## src/rtl/cscg_pkg.sv

```systemverilog
// ----------------------------------------------------------------------------
// cscg_pkg
// Shared types and constants for the companded sample gain block.
// ----------------------------------------------------------------------------
package cscg_pkg;

  localparam int unsigned SAMPLE_W           = 8;
  localparam int unsigned MAG_W              = 15;
  localparam int unsigned GAIN_W             = 16;
  localparam int unsigned LIN_W              = 16;
  localparam int unsigned ADDR_W             = 4;
  localparam int unsigned DATA_W             = 32;
  localparam int unsigned GAIN_FRAC_BITS_DEF = 12;

  localparam logic [MAG_W-1:0]  LIN_MAX    = 15'h7FFF;
  localparam logic [GAIN_W-1:0] GAIN_RESET = 16'd4096;

  localparam logic LAW_MU = 1'b0;
  localparam logic LAW_A  = 1'b1;

  localparam logic [1:0] REG_LAW = 2'd0;
  localparam logic [1:0] REG_RX  = 2'd1;
  localparam logic [1:0] REG_TX  = 2'd2;

  typedef struct packed {
    logic valid;
    logic law;
  } cscg_ctrl_t;

endpackage

```

## src/rtl/cscg_expand.sv

```systemverilog
// ----------------------------------------------------------------------------
// cscg_expand
// First stage: expands a companded byte to sign and linear magnitude.
// ----------------------------------------------------------------------------
module cscg_expand (
  input  logic                             clk_i,
  input  logic                             rst_ni,
  input  cscg_pkg::cscg_ctrl_t             ctrl_i,
  input  logic [cscg_pkg::SAMPLE_W-1:0]    sample_i,
  output cscg_pkg::cscg_ctrl_t             ctrl_o,
  output logic                             neg_o,
  output logic [cscg_pkg::MAG_W-1:0]       mag_o
);
  import cscg_pkg::*;

  localparam logic [MAG_W-1:0] MU_BIAS = 15'd132;

  cscg_ctrl_t              ctrl_q;
  logic                    neg_d, neg_q;
  logic [MAG_W-1:0]        mag_d, mag_q;
  logic [SAMPLE_W-1:0]     u, a;
  logic [MAG_W-1:0]        mu_t, a_t;
  logic [2:0]              a_seg;

  always_comb begin
    u     = ~sample_i;
    a     = sample_i ^ 8'h55;
    a_seg = a[6:4];
    mu_t  = ({7'd0, 1'b0, u[3:0], 3'd0} + MU_BIAS) << u[6:4];
    if (a_seg == 3'd0) begin
      a_t = {7'd0, a[3:0], 4'd0} + 15'd8;
    end else begin
      a_t = ({7'd0, a[3:0], 4'd0} + 15'd264) << (a_seg - 3'd1);
    end
    if (ctrl_i.law == LAW_A) begin
      mag_d = a_t;
      neg_d = ~a[7];
    end else begin
      mag_d = mu_t - MU_BIAS;
      neg_d = u[7];
    end
  end

  always_ff @(posedge clk_i or negedge rst_ni) begin
    if (!rst_ni) begin
      ctrl_q <= '0;
    end else begin
      ctrl_q <= ctrl_i;
    end
  end

  always_ff @(posedge clk_i) begin
    neg_q <= neg_d;
    mag_q <= mag_d;
  end

  assign ctrl_o = ctrl_q;
  assign neg_o  = neg_q;
  assign mag_o  = mag_q;

endmodule

```

## src/rtl/cscg_scale.sv

```systemverilog
// ----------------------------------------------------------------------------
// cscg_scale
// Second and third stages: gain multiply, then truncate, clamp and sign.
// ----------------------------------------------------------------------------
module cscg_scale #(
  parameter int unsigned GAIN_FRAC_BITS = cscg_pkg::GAIN_FRAC_BITS_DEF
) (
  input  logic                             clk_i,
  input  logic                             rst_ni,
  input  cscg_pkg::cscg_ctrl_t             ctrl_i,
  input  logic                             neg_i,
  input  logic [cscg_pkg::MAG_W-1:0]       mag_i,
  input  logic [cscg_pkg::GAIN_W-1:0]      gain_i,
  output cscg_pkg::cscg_ctrl_t             ctrl_o,
  output logic signed [cscg_pkg::LIN_W-1:0] lin_o
);
  import cscg_pkg::*;

  localparam int unsigned PROD_W = MAG_W + GAIN_W;

  cscg_ctrl_t              ctrl2_q, ctrl3_q;
  logic [PROD_W-1:0]       prod_d, prod_q;
  logic                    neg2_q;
  logic [PROD_W-1:0]       shifted;
  logic [MAG_W-1:0]        clamped;
  logic signed [LIN_W-1:0] lin_d, lin_q;

  // stage 2: multiply
  assign prod_d = PROD_W'(mag_i) * PROD_W'(gain_i);

  // stage 3: truncate toward zero, clamp, apply sign
  always_comb begin
    shifted = prod_q >> GAIN_FRAC_BITS;
    if (shifted > PROD_W'(LIN_MAX)) begin
      clamped = LIN_MAX;
    end else begin
      clamped = shifted[MAG_W-1:0];
    end
    if (neg2_q) begin
      lin_d = -$signed({1'b0, clamped});
    end else begin
      lin_d = $signed({1'b0, clamped});
    end
  end

  always_ff @(posedge clk_i or negedge rst_ni) begin
    if (!rst_ni) begin
      ctrl2_q <= '0;
      ctrl3_q <= '0;
    end else begin
      ctrl2_q <= ctrl_i;
      ctrl3_q <= ctrl2_q;
    end
  end

  always_ff @(posedge clk_i) begin
    prod_q <= prod_d;
    neg2_q <= neg_i;
    lin_q  <= lin_d;
  end

  assign ctrl_o = ctrl3_q;
  assign lin_o  = lin_q;

endmodule

```

## src/rtl/cscg_compress.sv

```systemverilog
// ----------------------------------------------------------------------------
// cscg_compress
// Fourth stage: re-encodes a clamped linear value in mu-law or A-law.
// ----------------------------------------------------------------------------
module cscg_compress (
  input  logic                              clk_i,
  input  logic                              rst_ni,
  input  cscg_pkg::cscg_ctrl_t              ctrl_i,
  input  logic signed [cscg_pkg::LIN_W-1:0] lin_i,
  output cscg_pkg::cscg_ctrl_t              ctrl_o,
  output logic [cscg_pkg::SAMPLE_W-1:0]     code_o
);
  import cscg_pkg::*;

  function automatic logic [7:0] mu_code(input logic signed [15:0] v);
    logic [13:0] p;
    logic [13:0] m;
    logic [7:0]  mask;
    logic [3:0]  seg;
    logic [13:0] mant;
    p = v[15:2];
    if (p[13]) begin
      m    = -p;
      mask = 8'h7F;
    end else begin
      m    = p;
      mask = 8'hFF;
    end
    if (m > 14'd8159) begin
      m = 14'd8159;
    end
    m   = m + 14'd33;
    seg = 4'd0;
    for (int i = 1; i < 8; i++) begin
      if (m[i+5]) begin
        seg = 4'(i);
      end
    end
    if (m[13]) begin
      return 8'h7F ^ mask;
    end
    mant = m >> (seg + 4'd1);
    return {1'b0, seg[2:0], mant[3:0]} ^ mask;
  endfunction

  function automatic logic [7:0] a_code(input logic signed [15:0] v);
    logic [12:0] p;
    logic [11:0] m;
    logic [7:0]  mask;
    logic [2:0]  seg;
    logic [11:0] mant;
    p = v[15:3];
    if (!p[12]) begin
      m    = p[11:0];
      mask = 8'hD5;
    end else begin
      m    = ~p[11:0];
      mask = 8'h55;
    end
    seg = 3'd0;
    for (int i = 1; i < 8; i++) begin
      if (m[i+4]) begin
        seg = 3'(i);
      end
    end
    if (seg < 3'd2) begin
      mant = m >> 1;
    end else begin
      mant = m >> seg;
    end
    return {1'b0, seg, mant[3:0]} ^ mask;
  endfunction

  cscg_ctrl_t          ctrl_q;
  logic [SAMPLE_W-1:0] code_d, code_q;

  assign code_d = (ctrl_i.law == LAW_A) ? a_code(lin_i) : mu_code(lin_i);

  always_ff @(posedge clk_i or negedge rst_ni) begin
    if (!rst_ni) begin
      ctrl_q <= '0;
    end else begin
      ctrl_q <= ctrl_i;
    end
  end

  always_ff @(posedge clk_i) begin
    code_q <= code_d;
  end

  assign ctrl_o = ctrl_q;
  assign code_o = code_q;

endmodule

```

## src/rtl/companded_sample_gain.sv

```systemverilog
// ----------------------------------------------------------------------------
// companded_sample_gain
// Digital gain on G.711 samples: expand, multiply, clamp, re-encode.
// ----------------------------------------------------------------------------
// Takes one sample byte per cycle: busy stays low, so start may be held high
// every cycle. Each word comes out on sample_out_o with valid_o after it has
// passed through the expand, multiply, clamp and encode stages, one result per
// word, in order. The output cannot be stalled; results must be captured in
// the cycle valid_o is high. Law and gains are read over the APB port and
// should only change while no words are in flight.
module companded_sample_gain #(
  parameter int unsigned GAIN_FRAC_BITS = cscg_pkg::GAIN_FRAC_BITS_DEF
) (
  input  logic                             clk_i,
  input  logic                             rst_ni,
  input  logic                             start,
  output logic                             busy,
  input  logic [cscg_pkg::SAMPLE_W-1:0]    sample_in_i,
  input  logic                             path_i,
  output logic                             valid_o,
  output logic [cscg_pkg::SAMPLE_W-1:0]    sample_out_o,
  input  logic                             psel,
  input  logic                             penable,
  input  logic                             pwrite,
  input  logic [cscg_pkg::ADDR_W-1:0]      paddr,
  input  logic [cscg_pkg::DATA_W-1:0]      pwdata,
  output logic [cscg_pkg::DATA_W-1:0]      prdata,
  output logic                             pready
);
  import cscg_pkg::*;

  logic              law_q;
  logic [GAIN_W-1:0] rx_gain_q, tx_gain_q;
  logic [GAIN_W-1:0] gain_d, gain_q;
  logic              accept, wr_en;
  logic [1:0]        reg_idx;
  cscg_ctrl_t        in_ctrl, exp_ctrl, scl_ctrl, out_ctrl;
  logic              exp_neg;
  logic [MAG_W-1:0]  exp_mag;
  logic signed [LIN_W-1:0] scl_lin;

  // config registers
  assign pready  = 1'b1;
  assign wr_en   = psel & penable & pwrite & pready;
  assign reg_idx = paddr[3:2];

  always_ff @(posedge clk_i or negedge rst_ni) begin
    if (!rst_ni) begin
      law_q     <= LAW_MU;
      rx_gain_q <= GAIN_RESET;
      tx_gain_q <= GAIN_RESET;
    end else if (wr_en) begin
      unique case (reg_idx)
        REG_LAW: law_q     <= pwdata[0];
        REG_RX:  rx_gain_q <= pwdata[GAIN_W-1:0];
        REG_TX:  tx_gain_q <= pwdata[GAIN_W-1:0];
        default: ;
      endcase
    end
  end

  always_comb begin
    unique case (reg_idx)
      REG_LAW: prdata = {{(DATA_W-1){1'b0}}, law_q};
      REG_RX:  prdata = {{(DATA_W-GAIN_W){1'b0}}, rx_gain_q};
      REG_TX:  prdata = {{(DATA_W-GAIN_W){1'b0}}, tx_gain_q};
      default: prdata = '0;
    endcase
  end

  // input word
  assign busy          = 1'b0;
  assign accept        = start & ~busy;
  assign in_ctrl.valid = accept;
  assign in_ctrl.law   = law_q;
  assign gain_d        = path_i ? tx_gain_q : rx_gain_q;

  always_ff @(posedge clk_i) begin
    gain_q <= gain_d;
  end

  cscg_expand u_expand (
    .clk_i    (clk_i),
    .rst_ni   (rst_ni),
    .ctrl_i   (in_ctrl),
    .sample_i (sample_in_i),
    .ctrl_o   (exp_ctrl),
    .neg_o    (exp_neg),
    .mag_o    (exp_mag)
  );

  cscg_scale #(
    .GAIN_FRAC_BITS (GAIN_FRAC_BITS)
  ) u_scale (
    .clk_i  (clk_i),
    .rst_ni (rst_ni),
    .ctrl_i (exp_ctrl),
    .neg_i  (exp_neg),
    .mag_i  (exp_mag),
    .gain_i (gain_q),
    .ctrl_o (scl_ctrl),
    .lin_o  (scl_lin)
  );

  cscg_compress u_compress (
    .clk_i  (clk_i),
    .rst_ni (rst_ni),
    .ctrl_i (scl_ctrl),
    .lin_i  (scl_lin),
    .ctrl_o (out_ctrl),
    .code_o (sample_out_o)
  );

  assign valid_o = out_ctrl.valid;

  // every accepted word gives exactly one result once it leaves the pipeline
  a_latency_hit: assert property (@(posedge clk_i) disable iff (!rst_ni)
    accept |-> ##4 valid_o)
    else $error("accepted word did not produce a result");

  a_latency_idle: assert property (@(posedge clk_i) disable iff (!rst_ni)
    !accept |-> ##4 !valid_o)
    else $error("result without an accepted word");

  a_rx_write: assert property (@(posedge clk_i) disable iff (!rst_ni)
    (wr_en && reg_idx == REG_RX) |=> rx_gain_q == $past(pwdata[GAIN_W-1:0]))
    else $error("receive gain write lost");

endmodule
```

## config.mk

```make
export PLATFORM = sky130hd
export DESIGN_NAME = companded_sample_gain
export DESIGN_NICKNAME = d
export VERILOG_FILES = /design/src/rtl/cscg_pkg.sv /design/src/rtl/cscg_expand.sv /design/src/rtl/cscg_scale.sv /design/src/rtl/cscg_compress.sv /design/src/rtl/companded_sample_gain.sv
export SDC_FILE = /design/constraint.sdc
export NUM_CORES = 1
export LEC_CHECK = 0
export BUFFER_PORTS_ARGS = -buffer_cell sky130_fd_sc_hd__buf_2
export CORE_ASPECT_RATIO = 0.5
export CORE_MARGIN = 1
export CORE_UTILIZATION = 35
export CTS_CLUSTER_DIAMETER = 100
export CTS_CLUSTER_SIZE = 12
export DETAILED_ROUTE_END_ITERATION = 8
export MAX_ROUTING_LAYER = met4
export PLACE_DENSITY = 0.54
export SLEW_MARGIN = 10
export SYNTH_ARGS = -nofsm -noshare
export SYNTH_HDL_FRONTEND = slang
export SYNTH_HIERARCHICAL = 1
export SYNTH_SLANG_ARGS = --single-unit
```

## constraint.sdc

```tcl
create_clock -name clk_i -period 12.3 [get_ports clk_i]
set_clock_uncertainty 0.1 [all_clocks]
set_input_delay 0.615 -clock clk_i [delete_from_list [all_inputs] [get_ports clk_i]]
set_output_delay 0.615 -clock clk_i [all_outputs]
set_load 0.02 [all_outputs]
```

==> flow_metrics.env <==
export IMPL_status="complete, no violations"
export IMPL_setup_violations=0
export IMPL_synthCells=1698
export IMPL_die_area_um2=44100
export IMPL_drive_gt1_share_pct=10.9
export IMPL_finalHoldViolations=0
export IMPL_antenna_found_initial=1
export IMPL_areaGrowthSynthToFinish_pct=5.57
export IMPL_hp_class="in2reg"
export IMPL_wirelength_mm=37.9
export IMPL_dp_hpwl_mm=28.5
export IMPL_worstMarginPinSlew_ps=959
export IMPL_syn_avg_cell_area_um2=8.90
export IMPL_fmax_ghz=0.152
export IMPL_post_cts_setup_buffers=0
export IMPL_synthesis_area_um2=15100
export IMPL_yosysWarnings=6
export IMPL_die_w_um=296
export IMPL_ctsHoldBuffers=0
export IMPL_clk_pin_slew_ps=90
export IMPL_relSlewSlack_pct=36.0
export IMPL_fin_crit_ps=6590
export IMPL_clk_latency_ps=390
export IMPL_worstSetupStartpointType="flop"
export IMPL_cts_root_buffer="clkbuf_16"
export IMPL_endpoint_kind="flop"
export IMPL_cts_sinks=112
export IMPL_io_buffers=57
export IMPL_post_cts_resize_count=0
export IMPL_drc=0
export IMPL_die_h_um=149
export IMPL_cts_made_buffers=9
export IMPL_path_class="reg2reg"
export IMPL_report_final_slew_viol_count=0
export IMPL_fin_setup_tns_ps=0
export IMPL_initial_core_util_pct=35.8
export IMPL_clk_path_buf_depth=2
export IMPL_cp_arrival_ps=6750
export IMPL_drt_iter0_markers=721
export IMPL_dr_total_vias=11700
export IMPL_viasPerCell=5.16
export IMPL_num_io_pins=94
export IMPL_grt_pass1_vias=11500
export IMPL_grt_max_degree=41
export IMPL_worstPathRequired_ps=12460
export IMPL_path_max_fanout=31
export IMPL_grtUsageTotal_pct=18.4
export IMPL_routabilityCongestion=0.875
export IMPL_htreeDepth=3
export IMPL_min_period_over_period_pct=53.6
export IMPL_grt_pass1_wl_mm=62.3
export IMPL_core_um2=42200
export IMPL_wl_per_cell_um=16.7
export IMPL_overflow=0
export IMPL_ant_nets=0
export IMPL_grt_setup_unrepaired="false"
export IMPL_cts_tree="yes"
export IMPL_maxCapViolCount=0
export IMPL_std_cell_rows=53
export IMPL_num_nets_final=2012
export IMPL_drt_pass1_iterations=6
[registers in the layout (all words and copies together), names as in the netlist]
signal and cells:
rx_gain_q 16, u_scale/ctrl2_q 2, law_q 1, u_scale/lin_o 14
u_scale/prod_q 19, u_scale/ctrl_o 2, tx_gain_q 16, u_expand/ctrl_o 2
u_scale/neg2_q 1, u_compress/ctrl_o 1, u_expand/mag_o 13, gain_q 16
u_compress/code_o 8, u_expand/neg_o 1
[layer usage]
metal  share of wire, %  vias to the layer above  GRT usage [%]
met5                  0                        -              -
met4               0.79                        0           3.11
met3                5.0                       21           3.58
met2                 44                      249           27.6
met1                 50                     5814           26.0
li1                   -                     5599              -
[final cells by class]
| class | instances | area [µm²] |
|---|---|---|
| fill | 4363 | 26300 |
| multi-input combinational | 1272 | 11300 |
| sequential | 112 | 2440 |
| inverter | 225 | 845 |
| tap | 577 | 722 |
| timing repair buffer | 61 | 315 |
| clock buffer | 10 | 239 |
| clock inverter | 6 | 67.6 |
| antenna | 1 | 2.50 |
[final timing paths]
| path | cells past startpoint | to | from | slack, ps |
|---|---|---|---|---|
| min reg2reg | 0 | u_scale/neg2_q | u_expand/neg_o | 230 |
| min | 1 | u_expand/ctrl_o[1] | start | 220 |
| min in group asynchronous | 1 | rx_gain_q[8] | rst_ni | 250 |
| max reg2reg | 20 | u_compress/code_o[0] | u_scale/lin_o[15] | 5710 |
| max | 20 | u_compress/code_o[0] | u_scale/lin_o[15] | 5710 |
| max in group asynchronous | 1 | rx_gain_q[5] | rst_ni | 11290 |
[worst max-delay path, stage by stage (launching register included)]
cell	delay (ps)
dfxtp_1	310
buf_4	300
inv_1	430
a41oi_1	350
xnor2_1	260
a211o_1	440
o31a_1	370
o211ai_1	150
ha_1	330
nand4_1	240
o22ai_1	430
o21ai_2	90
xnor2_1	130
buf_4	180
or3_1	570
ha_1	570
clkinv_1	350
nor3_1	360
o2111ai_1	190
a21oi_1	240
a2111oi_2	50
[placed cells by master (no fill, tap or decap), types with 16 or more instances in the layout]
cell,n
inv_1,222
nand2_1,181
fa_1,179
and2_1,139
ha_1,101
dfxtp_1,72
nor2_1,64
buf_2,57
mux2_2,52
a21oi_1,52
o21ai_0,44
dfrtp_1,38
xnor2_1,29
nor3_1,28
nand3_1,23
conb_1,20
nand2b_1,20
o21ai_1,20
a22o_1,17
a21o_1,16
[through the flow]
step / setup WS, ps / utilization (%) / cells / instance area (µm²) / hold slack [ps]
2_1_floorplan: 6590 / - / 1715 / 15200 / 210
3_3_place_gp: 5780 / 37.0 / 2247 / 15600 / 215
3_5_place_dp: 5870 / 37.0 / 2247 / 15600 / 218
4_1_cts: 5850 / 37.8 / 2263 / 15900 / 202
5_1_grt: 5320 / 37.8 / 2264 / 16000 / 206
6_report: 5710 / 37.8 / 2264 / 16000 / 222
Power is left out: the tool's default activity adds up to more than one toggle a clock period on the data nets, which glitch-free logic cannot reach.
